<file path="src/rtl/core/cdsf_pkg.sv">
// cdsf_pkg: shared types, constants and the BCD helper for the CD status frame builder.
// Used by every module under rtl/core; depends on nothing.
package cdsf_pkg;

   typedef logic [18:0] addr_type;
   typedef logic [7:0]  byte_type;

   // frame bytes 0..11, index = byte position; byte 12 (zero) is added at the output
   typedef logic [11:0][7:0] frame_type;

   typedef struct packed {
      logic      valid;
      frame_type frame;
   } frame_msg_type;

   localparam int       FramesPerSecond = 75;
   localparam int       FramesPerMinute = 75 * 60;
   localparam addr_type FrameLimit      = 19'd449999;
   localparam byte_type FillerByte      = 8'h04;
   localparam byte_type ZeroByte        = 8'h00;
   localparam int       FrameBytes      = 13;
   localparam int       SumBytes        = 11;
   localparam int       FillerPos       = 7;
   localparam int       ChecksumPos     = 11;
   localparam logic [3:0] FirstPos      = 4'd0;
   localparam logic [3:0] LastPos       = 4'd12;

   // reciprocal multipliers; each estimate is low by at most one
   localparam int MinRecip = 7456;   // ~ 2^25 / 4500
   localparam int MinShift = 25;
   localparam int SecRecip = 109;    // ~ 2^13 / 75
   localparam int SecShift = 13;

   // stages through the address conversion pipe
   localparam int MsfLatency = 8;

   localparam int QueueDepth   = 2;
   localparam int QueuePtrBits = $clog2(QueueDepth);
   localparam int QueueCntBits = $clog2(QueueDepth + 1);

   // two-digit BCD of a value below 100; tens by multiply-by-205 >> 11
   function automatic byte_type to_bcd(logic [6:0] n);
      logic [17:0] scaled;
      logic [3:0]  tens;
      logic [6:0]  ones;
      scaled = 18'(n) * 18'd205;
      tens   = scaled[14:11];
      ones   = n - 7'(7'(tens) * 7'd10);
      return {tens, ones[3:0]};
   endfunction

endpackage

</file>
<file path="src/rtl/core/cdsf_channels.sv">
// cdsf_channels: valid/ready channel interfaces for status requests and frame bytes.
// Standalone; the payload widths follow the frame builder's fields.
interface cdsf_req_if;
   logic        valid;
   logic        ready;
   logic [7:0]  operation;
   logic [7:0]  subq_byte;
   logic [7:0]  track_bcd;
   logic [7:0]  index_value;
   logic [18:0] relative_frame_address;
   logic [18:0] absolute_frame_address;

   modport source (output valid, operation, subq_byte, track_bcd, index_value,
                   relative_frame_address, absolute_frame_address, input ready);
   modport sink   (input valid, operation, subq_byte, track_bcd, index_value,
                   relative_frame_address, absolute_frame_address, output ready);
endinterface

interface cdsf_rsp_if;
   logic       valid;
   logic       ready;
   logic [7:0] byte_value;
   logic [3:0] byte_position;
   logic       last;

   modport source (output valid, byte_value, byte_position, last, input ready);
   modport sink   (input valid, byte_value, byte_position, last, output ready);
endinterface

</file>
<file path="src/rtl/core/cdsf_msf.sv">
// cdsf_msf: eight-stage pipe, frame address -> saturated M/S/F in BCD.
// Depends on cdsf_pkg.
module cdsf_msf import cdsf_pkg::*; (
   input  logic            clock,
   input  logic            en,
   input  addr_type        addr,
   output logic [2:0][7:0] msf_bcd
);

   addr_type    a1_ff, a1_in, a2_ff, a2_in;
   logic [31:0] min_prod;
   logic [19:0] min_back;
   logic [6:0]  m2_ff, m2_in, m3_ff, m3_in, m4_ff, m4_in, m5_ff, m5_in;
   logic [6:0]  m6_ff, m6_in, m7_ff, m7_in;
   logic [13:0] r3_ff, r3_in;
   logic [12:0] r4_ff, r4_in, r5_ff, r5_in;
   logic [19:0] sec_prod;
   logic [12:0] sec_back;
   logic [5:0]  s5_ff, s5_in, s6_ff, s6_in, s7_ff, s7_in;
   logic [7:0]  f6_ff, f6_in;
   logic [6:0]  f7_ff, f7_in;
   logic [2:0][7:0] bcd_ff, bcd_in;

   always_comb begin
      // saturate
      a1_in = (addr > FrameLimit) ? FrameLimit : addr;
      // minutes estimate
      min_prod = 32'(a1_ff) * 32'(MinRecip);
      m2_in    = min_prod[MinShift +: 7];
      a2_in    = a1_ff;
      // remainder against the estimate, below two minutes
      min_back = 20'(m2_ff) * 20'(FramesPerMinute);
      r3_in    = 14'(a2_ff - min_back[18:0]);
      m3_in    = m2_ff;
      // fix a low estimate
      if (r3_ff >= 14'(FramesPerMinute)) begin
         r4_in = 13'(r3_ff - 14'(FramesPerMinute));
         m4_in = m3_ff + 7'd1;
      end else begin
         r4_in = r3_ff[12:0];
         m4_in = m3_ff;
      end
      // seconds estimate
      sec_prod = 20'(r4_ff) * 20'(SecRecip);
      s5_in    = sec_prod[SecShift +: 6];
      r5_in    = r4_ff;
      m5_in    = m4_ff;
      sec_back = 13'(s5_ff) * 13'(FramesPerSecond);
      f6_in    = 8'(r5_ff - sec_back);
      s6_in    = s5_ff;
      m6_in    = m5_ff;
      if (f6_ff >= 8'(FramesPerSecond)) begin
         f7_in = 7'(f6_ff - 8'(FramesPerSecond));
         s7_in = s6_ff + 6'd1;
      end else begin
         f7_in = f6_ff[6:0];
         s7_in = s6_ff;
      end
      m7_in = m6_ff;
      bcd_in[0] = to_bcd(m7_ff);
      bcd_in[1] = to_bcd({1'b0, s7_ff});
      bcd_in[2] = to_bcd(f7_ff);
   end

   always_ff @(posedge clock) begin
      if (en) begin
         a1_ff  <= a1_in;
         a2_ff  <= a2_in;
         m2_ff  <= m2_in;
         r3_ff  <= r3_in;
         m3_ff  <= m3_in;
         r4_ff  <= r4_in;
         m4_ff  <= m4_in;
         s5_ff  <= s5_in;
         r5_ff  <= r5_in;
         m5_ff  <= m5_in;
         f6_ff  <= f6_in;
         s6_ff  <= s6_in;
         m6_ff  <= m6_in;
         f7_ff  <= f7_in;
         s7_ff  <= s7_in;
         m7_ff  <= m7_in;
         bcd_ff <= bcd_in;
      end
   end

   assign msf_bcd = bcd_ff;

endmodule

</file>
<file path="src/rtl/core/cdsf_front.sv">
// cdsf_front: accepts status requests, converts both addresses, builds the checksummed frame.
// Depends on cdsf_pkg, cdsf_channels and cdsf_msf.
module cdsf_front import cdsf_pkg::*; (
   input  logic          clock,
   input  logic          reset,
   cdsf_req_if.sink      req_chan,
   output frame_msg_type out_msg,
   input  logic          out_ready
);

   logic                              en;
   logic [MsfLatency-1:0]             valid_ff, valid_in;
   logic [MsfLatency-1:0][3:0][7:0]   pass_ff, pass_in;
   logic [2:0][7:0]                   rel_bcd, abs_bcd;
   frame_type                         frame_in, frame_ff;
   logic                              out_valid_ff, out_valid_in;
   byte_type                          sum;

   // whole pipe moves together; only a full output slot holds it
   assign en             = !out_valid_ff || out_ready;
   assign req_chan.ready = en;

   cdsf_msf u_rel (
      .clock   (clock),
      .en      (en),
      .addr    (req_chan.relative_frame_address),
      .msf_bcd (rel_bcd)
   );

   cdsf_msf u_abs (
      .clock   (clock),
      .en      (en),
      .addr    (req_chan.absolute_frame_address),
      .msf_bcd (abs_bcd)
   );

   always_comb begin
      valid_in[0]   = req_chan.valid;
      pass_in[0][0] = req_chan.operation;
      pass_in[0][1] = req_chan.subq_byte;
      pass_in[0][2] = req_chan.track_bcd;
      pass_in[0][3] = req_chan.index_value;
      for (int i = 1; i < MsfLatency; i++) begin
         valid_in[i] = valid_ff[i-1];
         pass_in[i]  = pass_ff[i-1];
      end

      for (int i = 0; i < 4; i++) begin
         frame_in[i] = pass_ff[MsfLatency-1][i];
      end
      for (int i = 0; i < 3; i++) begin
         frame_in[4+i] = rel_bcd[i];
         frame_in[8+i] = abs_bcd[i];
      end
      frame_in[FillerPos] = FillerByte;
      sum = ZeroByte;
      for (int i = 0; i < SumBytes; i++) begin
         sum = sum + frame_in[i];
      end
      frame_in[ChecksumPos] = ~sum;
      out_valid_in = valid_ff[MsfLatency-1];
   end

   always_ff @(posedge clock) begin
      if (reset) begin
         valid_ff     <= '0;
         out_valid_ff <= 1'b0;
      end else if (en) begin
         valid_ff     <= valid_in;
         out_valid_ff <= out_valid_in;
      end
   end

   always_ff @(posedge clock) begin
      if (en) begin
         pass_ff  <= pass_in;
         frame_ff <= frame_in;
      end
   end

   assign out_msg.valid = out_valid_ff;
   assign out_msg.frame = frame_ff;

endmodule

</file>
<file path="src/rtl/core/cdsf_queue.sv">
// cdsf_queue: two-entry frame queue between the front and back parts.
// Depends on cdsf_pkg.
module cdsf_queue import cdsf_pkg::*; (
   input  logic          clock,
   input  logic          reset,
   input  frame_msg_type wr_msg,
   output logic          wr_ready,
   output frame_msg_type rd_msg,
   input  logic          rd_ready
);

   frame_type                 entry_ff [QueueDepth];
   logic [QueuePtrBits-1:0]   wr_ptr_ff, wr_ptr_in, rd_ptr_ff, rd_ptr_in;
   logic [QueueCntBits-1:0]   count_ff, count_in;
   logic                      push, pop;

   assign wr_ready     = count_ff != QueueCntBits'(QueueDepth);
   assign rd_msg.valid = count_ff != '0;
   assign rd_msg.frame = entry_ff[rd_ptr_ff];
   assign push         = wr_msg.valid && wr_ready;
   assign pop          = rd_msg.valid && rd_ready;

   always_comb begin
      wr_ptr_in = push ? wr_ptr_ff + 1'b1 : wr_ptr_ff;
      rd_ptr_in = pop  ? rd_ptr_ff + 1'b1 : rd_ptr_ff;
      count_in  = count_ff + QueueCntBits'(push) - QueueCntBits'(pop);
   end

   always_ff @(posedge clock) begin
      if (reset) begin
         wr_ptr_ff <= '0;
         rd_ptr_ff <= '0;
         count_ff  <= '0;
      end else begin
         wr_ptr_ff <= wr_ptr_in;
         rd_ptr_ff <= rd_ptr_in;
         count_ff  <= count_in;
      end
   end

   always_ff @(posedge clock) begin
      if (push) begin
         entry_ff[wr_ptr_ff] <= wr_msg.frame;
      end
   end

endmodule

</file>
<file path="src/rtl/core/cdsf_back.sv">
// cdsf_back: shifts a queued frame out one byte per handshake, zero byte last.
// Depends on cdsf_pkg and cdsf_channels.
module cdsf_back import cdsf_pkg::*; (
   input  logic          clock,
   input  logic          reset,
   input  frame_msg_type in_msg,
   output logic          in_ready,
   cdsf_rsp_if.source    rsp_chan
);

   logic [FrameBytes-1:0][7:0] shift_ff, shift_in;
   logic [3:0]                 pos_ff, pos_in;
   logic                       valid_ff, valid_in;
   logic                       fire, at_last, load;

   assign fire     = valid_ff && rsp_chan.ready;
   assign at_last  = pos_ff == LastPos;
   assign in_ready = !valid_ff || (fire && at_last);
   assign load     = in_msg.valid && in_ready;

   always_comb begin
      shift_in = shift_ff;
      pos_in   = pos_ff;
      valid_in = valid_ff;
      if (load) begin
         shift_in = {ZeroByte, in_msg.frame};
         pos_in   = FirstPos;
         valid_in = 1'b1;
      end else if (fire) begin
         if (at_last) begin
            valid_in = 1'b0;
         end else begin
            shift_in = {ZeroByte, shift_ff[FrameBytes-1:1]};
            pos_in   = pos_ff + 4'd1;
         end
      end
   end

   always_ff @(posedge clock) begin
      if (reset) begin
         valid_ff <= 1'b0;
         pos_ff   <= FirstPos;
      end else begin
         valid_ff <= valid_in;
         pos_ff   <= pos_in;
      end
   end

   always_ff @(posedge clock) begin
      shift_ff <= shift_in;
   end

   assign rsp_chan.valid         = valid_ff;
   assign rsp_chan.byte_value    = shift_ff[0];
   assign rsp_chan.byte_position = pos_ff;
   assign rsp_chan.last          = at_last;

endmodule

</file>
<file path="src/rtl/core/cd_status_frame_builder.sv">
// cd_status_frame_builder: top level of the CD drive status frame builder.
// Depends on cdsf_pkg, cdsf_channels, cdsf_front, cdsf_queue and cdsf_back.
//
//   channel   dir  moves                                      handshake
//   req_chan  in   one status request (op, subq, track, idx,   valid/ready
//                  relative and absolute frame address)
//   rsp_chan  out  one frame byte + position + last flag       valid/ready
//
// Cycles: a request enters every cycle while the front has room; its first
//   byte passes the nine front stages, the queue and the shifter's load.
//   The byte-wide result port sets the sustained rate, as each request gives 13 bytes.
// Reset: synchronous; clears pipe valids, queue pointers and the byte counter.
// Stalls: the two-entry queue parts the front from the byte shifter; the
//   front holds (req ready low) only while its output stage and the queue
//   are both full.
module cd_status_frame_builder import cdsf_pkg::*; (
   input  logic       clock,
   input  logic       reset,
   cdsf_req_if.sink   req_chan,
   cdsf_rsp_if.source rsp_chan
);

   frame_msg_type front_msg;   // front -> queue
   frame_msg_type queue_msg;   // queue -> back
   logic          front_ready;
   logic          back_ready;

   cdsf_front u_front (
      .clock     (clock),
      .reset     (reset),
      .req_chan  (req_chan),
      .out_msg   (front_msg),
      .out_ready (front_ready)
   );

   cdsf_queue u_queue (
      .clock    (clock),
      .reset    (reset),
      .wr_msg   (front_msg),
      .wr_ready (front_ready),
      .rd_msg   (queue_msg),
      .rd_ready (back_ready)
   );

   cdsf_back u_back (
      .clock    (clock),
      .reset    (reset),
      .in_msg   (queue_msg),
      .in_ready (back_ready),
      .rsp_chan (rsp_chan)
   );

   // front only backs up when a finished frame finds the queue full
   a_front_hold: assert property (@(posedge clock) disable iff (reset)
      !req_chan.ready |-> (front_msg.valid && !front_ready))
      else $error("request port stalled without a full queue");

   // bytes of one frame come out in order
   a_pos_step: assert property (@(posedge clock) disable iff (reset)
      (rsp_chan.valid && rsp_chan.ready && !rsp_chan.last) |=>
      (rsp_chan.valid && (rsp_chan.byte_position == $past(rsp_chan.byte_position) + 4'd1)))
      else $error("frame byte position skipped");

   // a new frame starts right after the last byte if one is queued, else the port idles
   a_frame_turn: assert property (@(posedge clock) disable iff (reset)
      (rsp_chan.valid && rsp_chan.ready && rsp_chan.last) |=>
      ((rsp_chan.valid && (rsp_chan.byte_position == FirstPos)) == $past(queue_msg.valid)))
      else $error("frame hand-over between queue and shifter broken");

   // trailing byte is always zero
   a_tail_zero: assert property (@(posedge clock) disable iff (reset)
      (rsp_chan.valid && rsp_chan.last) |-> (rsp_chan.byte_value == ZeroByte))
      else $error("final frame byte not zero");

endmodule
</file>
<file path="src/flat_wrapper.sv">
// flat-port wrapper written by rule: the top's interface ports become plain ports
module cd_status_frame_builder_flat import cdsf_pkg::*;
  (clock, reset, req_chan_valid, req_chan_operation, req_chan_subq_byte, req_chan_track_bcd, req_chan_index_value, req_chan_relative_frame_address, req_chan_absolute_frame_address, req_chan_ready, rsp_chan_valid, rsp_chan_byte_value, rsp_chan_byte_position, rsp_chan_last, rsp_chan_ready);
  cdsf_req_if req_chan_i ();
  cdsf_rsp_if rsp_chan_i ();
  input  logic clock;
  input  logic reset;
  input wire logic [$bits(req_chan_i.valid)-1:0] req_chan_valid;
  input wire logic [$bits(req_chan_i.operation)-1:0] req_chan_operation;
  input wire logic [$bits(req_chan_i.subq_byte)-1:0] req_chan_subq_byte;
  input wire logic [$bits(req_chan_i.track_bcd)-1:0] req_chan_track_bcd;
  input wire logic [$bits(req_chan_i.index_value)-1:0] req_chan_index_value;
  input wire logic [$bits(req_chan_i.relative_frame_address)-1:0] req_chan_relative_frame_address;
  input wire logic [$bits(req_chan_i.absolute_frame_address)-1:0] req_chan_absolute_frame_address;
  output wire logic [$bits(req_chan_i.ready)-1:0] req_chan_ready;
  output wire logic [$bits(rsp_chan_i.valid)-1:0] rsp_chan_valid;
  output wire logic [$bits(rsp_chan_i.byte_value)-1:0] rsp_chan_byte_value;
  output wire logic [$bits(rsp_chan_i.byte_position)-1:0] rsp_chan_byte_position;
  output wire logic [$bits(rsp_chan_i.last)-1:0] rsp_chan_last;
  input wire logic [$bits(rsp_chan_i.ready)-1:0] rsp_chan_ready;
  assign req_chan_i.valid = req_chan_valid;
  assign req_chan_i.operation = req_chan_operation;
  assign req_chan_i.subq_byte = req_chan_subq_byte;
  assign req_chan_i.track_bcd = req_chan_track_bcd;
  assign req_chan_i.index_value = req_chan_index_value;
  assign req_chan_i.relative_frame_address = req_chan_relative_frame_address;
  assign req_chan_i.absolute_frame_address = req_chan_absolute_frame_address;
  assign req_chan_ready = req_chan_i.ready;
  assign rsp_chan_valid = rsp_chan_i.valid;
  assign rsp_chan_byte_value = rsp_chan_i.byte_value;
  assign rsp_chan_byte_position = rsp_chan_i.byte_position;
  assign rsp_chan_last = rsp_chan_i.last;
  assign rsp_chan_i.ready = rsp_chan_ready;
  cd_status_frame_builder u_core (.clock(clock), .reset(reset), .req_chan(req_chan_i), .rsp_chan(rsp_chan_i));
endmodule
</file>
<file path="config.mk">
export PLATFORM = sky130hd
export DESIGN_NAME = cd_status_frame_builder_flat
export DESIGN_NICKNAME = d
export VERILOG_FILES = /design/src/rtl/core/cdsf_pkg.sv /design/src/rtl/core/cdsf_channels.sv /design/src/rtl/core/cdsf_msf.sv /design/src/rtl/core/cdsf_front.sv /design/src/rtl/core/cdsf_queue.sv /design/src/rtl/core/cdsf_back.sv /design/src/rtl/core/cd_status_frame_builder.sv /design/src/flat_wrapper.sv
export SDC_FILE = /design/constraint.sdc
export NUM_CORES = 2
export LEC_CHECK = 0
export BUFFER_PORTS_ARGS = -buffer_cell sky130_fd_sc_hd__clkbuf_2
export CORE_UTILIZATION = 55
export CTS_BUF_LIST = sky130_fd_sc_hd__clkbuf_4 sky130_fd_sc_hd__clkbuf_8 sky130_fd_sc_hd__clkbuf_16
export DETAILED_ROUTE_END_ITERATION = 12
export PLACE_DENSITY = 0.78
export SLEW_MARGIN = 10
export SYNTH_ARGS = -nofsm -noshare
export SYNTH_HDL_FRONTEND = slang
export SYNTH_SLANG_ARGS = --single-unit
export TNS_END_PERCENT = 100
</file>
<file path="constraint.sdc">
create_clock -name clock -period 75 [get_ports clock]
set_input_delay 15 -clock clock [delete_from_list [all_inputs] [get_ports clock]]
set_output_delay 15 -clock clock [all_outputs]
set_load 0.005 [all_outputs]
</file>
==> impl_results.md <==
* Flops & latches, synth at between 900 and 1000
* Setup_tns at 0 ns
* DRC viols at 0
* Max-slew headroom at 0.235
* Max clock buf depth at 3
* # H-tree levels at 3
* FF-to-FF Start: u_core.u_front.frame_in[9]
* Final Hold Slack at between 0.3 and 0.4 ns
* TritonCTS clock tree: done
* # rows at 110
* Worst path arrival time at about 17 ns
* Post-CTS Resized at 0
* Synth Area per Inst at around 15 um^2
* Largest net degree at the start of global routing at between 100 and 150
* PortBufs at 88
* GR Overflow Total at 0
* # IOs at just under 90
* Min-Delay Path Class: reg -> reg
* Startpoint Class: input pin
* Crit. End Element: flip-flop
* R2R setup slack at ~70 ns
* Most frequent cells in the layout: edfxtp_1 (942), ha_1 (533), inv_1 (513)
* Via density at 5.23
* Clock sinks at between 900 and 1000
* Highest Clock Rate at 59.3 MHz
* Nets@finish at around 4500
* Unique cell type count in the Yosys netlist at 66
* Post-Synthesis Cells at approximately 3400
* Global-route wire length before repair at 134000 um
* CP max stage cell: buf_4
* Initial antenna violation count at 0
* Status: completed
* Maxcap violations at 0
* Final WL at slightly above 80000 um
* Synth warn at 0
* GRT Total Usage at 0.182
* CTS clk-pin slew, worst paths at 0.06 ns
* Final worst-path cycle share at 0.225
* Grt met1 use at 0.228
* Post-Syn Area at between 0.05 and 0.06 mm^2
* Die height at 304 um
* Top FF cell, synth: edfxtp_1
* Top delay family on crit path: buffers and inverters
* Buf/Inv on CP at 3
* Slew @ Worst Pin at 1.15 ns
* Initial core utilization at 0.556
* Final setup vio count at 0
* Core Area at around 0.090 mm^2
* Worst Skew at ~0.038 ns
* Post-synth EDFFs at approximately 940
* Share of cells above drive strength 1 at 0.0783
* Type of the worst setup path: in -> reg
* GRT met3 Usage at 0.0279
* Die area at about 0.09 mm^2
* Most common cell on crit path: nand2_1
* Max-slew violations at 0
* WP data required at between 70 and 80 ns
* Total CTS buffers at 97
* FF-to-FF End: u_core.u_front.out_msg[95]
* Cells along the critical path: clkbuf_2 > nand2_1 > nand2_1 > o21ai_1 > inv_4 > buf_4 > a21oi_1
* Reg2Reg Depth at 16
* Most frequent standard cell in the layout excluding fill and tap cells: edfxtp_1
* CTS Hold Bufs at 0
* RSZ-0062 raised after global routing: no
* Grt met2 use at 0.328
* GP Congestion at slightly above 0.8
* Final Hold Vio Count at 0
* Routed wire length per instance at between 15 and 20 um
* DRT iter0 DRCs at approximately 1300
* Hold EP: u_core.u_front.pass_ff[157]
* Hpwl dp at ~57000 um
* Async set-reset flop share out of synthesis at 0
* Die W at about 300 um
* Antenna-violating nets left at 0
* Root buffer cell: clkbuf_16
* Number of fill cells at 6529
* CP max stage delay at about 0.75 ns
* Hold Path Origin: u_core.u_front.pass_ff[125]
* Worst-path maximum fanout at approximately 90
* Pre-antenna DRT Iters at 6
* Clock Latency Late Sink at 0.68 ns
* Hold Path Depth at 0
* Vias in the first global route at approximately 27000
* DR vias at 25343
* Final Critical Period at about 17 ns
* Top Usage Layer GRT: met2
* Setup Fix Bufs, Post-CTS at 0
* Syn nets at approximately 4300
* Seq/Total Area, Yosys at 0.571
* Layout area overhead at 10.4%
==> metrics by stage <==
| step | std cells | util | setup slack [ns] | area, um^2 |
|---|---|---|---|---|
| 3_3_place_gp | 4661 | 0.576 | 57.59 | 52000 |
| 6_report | 4844 | 0.614 | 58.13 | 55500 |
| 2_1_floorplan | 3432 | - | 41.06 | 50200 |
| 3_5_place_dp | 4661 | 0.576 | 57.46 | 52000 |
| 5_1_grt | 4843 | 0.614 | 57.84 | 55500 |
| 4_1_cts | 4843 | 0.614 | 58.11 | 55500 |
==> synth_stat cells, types with 10 or more instances <==
cell	instances	area (um^2)
edfxtp_1	942	28300
ha_1	533	6670
inv_1	513	1930
fa_1	276	5530
nor2_1	170	638
xnor2_1	163	1430
a21oi_1	138	691
mux2i_1	101	1010
nand2_1	89	334
xor2_1	61	534
nand2b_1	47	294
o21ai_0	45	225
a21o_1	27	203
nor2b_1	24	150
clkbuf_1	23	86.3
nand3_1	22	110
nor3_1	21	105
dfxtp_1	19	380
nand4_1	19	119
a31oi_1	15	93.8
and2_1	12	75.1
and3_1	12	75.1
o21a_1	12	90.1
or2_2	12	75.1
a41o_1	10	100
buf_2	10	50.1
==> worst max-delay path by stage <==
stage,startpoint,to,slack (ns),cells past startpoint
2_1_floorplan,u_core.u_queue.count_ff[0],req_chan_ready,41.06,2
3_3_place_gp,rsp_chan_ready,u_core.u_back.shift_ff[12],57.59,7
3_5_place_dp,rsp_chan_ready,u_core.u_back.shift_ff[42],57.46,7
4_1_cts,u_core.u_queue.count_ff[1],req_chan_ready,58.11,2
5_1_grt,rsp_chan_ready,u_core.u_back.shift_ff[36],57.84,8
6_report,rsp_chan_ready,u_core.u_back.shift_ff[36],58.13,7
==> worst register-to-register path, cell delays in order (launching register included) <==
cell and delay (ns):
edfxtp_1 0.38, inv_1 0.08, fa_1 0.54, inv_1 0.10, fa_1 0.57, fa_1 0.57, inv_1 0.06, fa_1 0.54
inv_1 0.05, ha_1 0.27, ha_1 0.23, fa_1 0.41, a21o_1 0.18, a21oi_1 0.23, o21bai_1 0.11, a21oi_1 0.19
xnor2_1 0.10
==> cell families after synthesis <==
kind of cell	synth area share
buf+inv	0.0432
compound gates	0.0405
mux	0.0201
simple gates	0.0435
xor+xnor	0.0391
flops	0.571
fa+ha+maj	0.243
==> final cells by class <==
cell class | instances | area, um^2 | share of cell area
diodes | 1 | 2.50 | 0.0000451
clock inverters | 71 | 858 | 0.0155
flip-flops and latches | 961 | 28700 | 0.517
inverters | 514 | 1930 | 0.0348
clock buffers | 111 | 2570 | 0.0463
repair buffers | 101 | 551 | 0.00993
multi-input cells | 1909 | 19400 | 0.350
well taps | 1176 | 1470 | 0.0265
==> sequential cells by signal, indices dropped and copies added, names as in the netlist, 19 cells and up, named ones only <==
register                      count
u_core.u_front.u_rel.a1_ff       19
u_core.u_front.pass_ff          224
u_core.u_queue.entry_ff         172
u_core.u_front.frame_in          32
u_core.u_back.shift_ff           88
u_core.u_front.out_msg           86
u_core.u_front.u_abs.a1_ff       19
u_core.u_front.u_abs.msf_bcd     23
u_core.u_front.u_rel.msf_bcd     23
==> per-layer routing <==
layer	up-vias	part of all wire
li1	12341	-
met1	12459	0.42
met2	413	0.52
met3	130	0.038
met4	0	0.022
met5	-	0
Power is not shown: default switching activity piles up to over one toggle a cycle in this logic, so the estimate is an artifact.
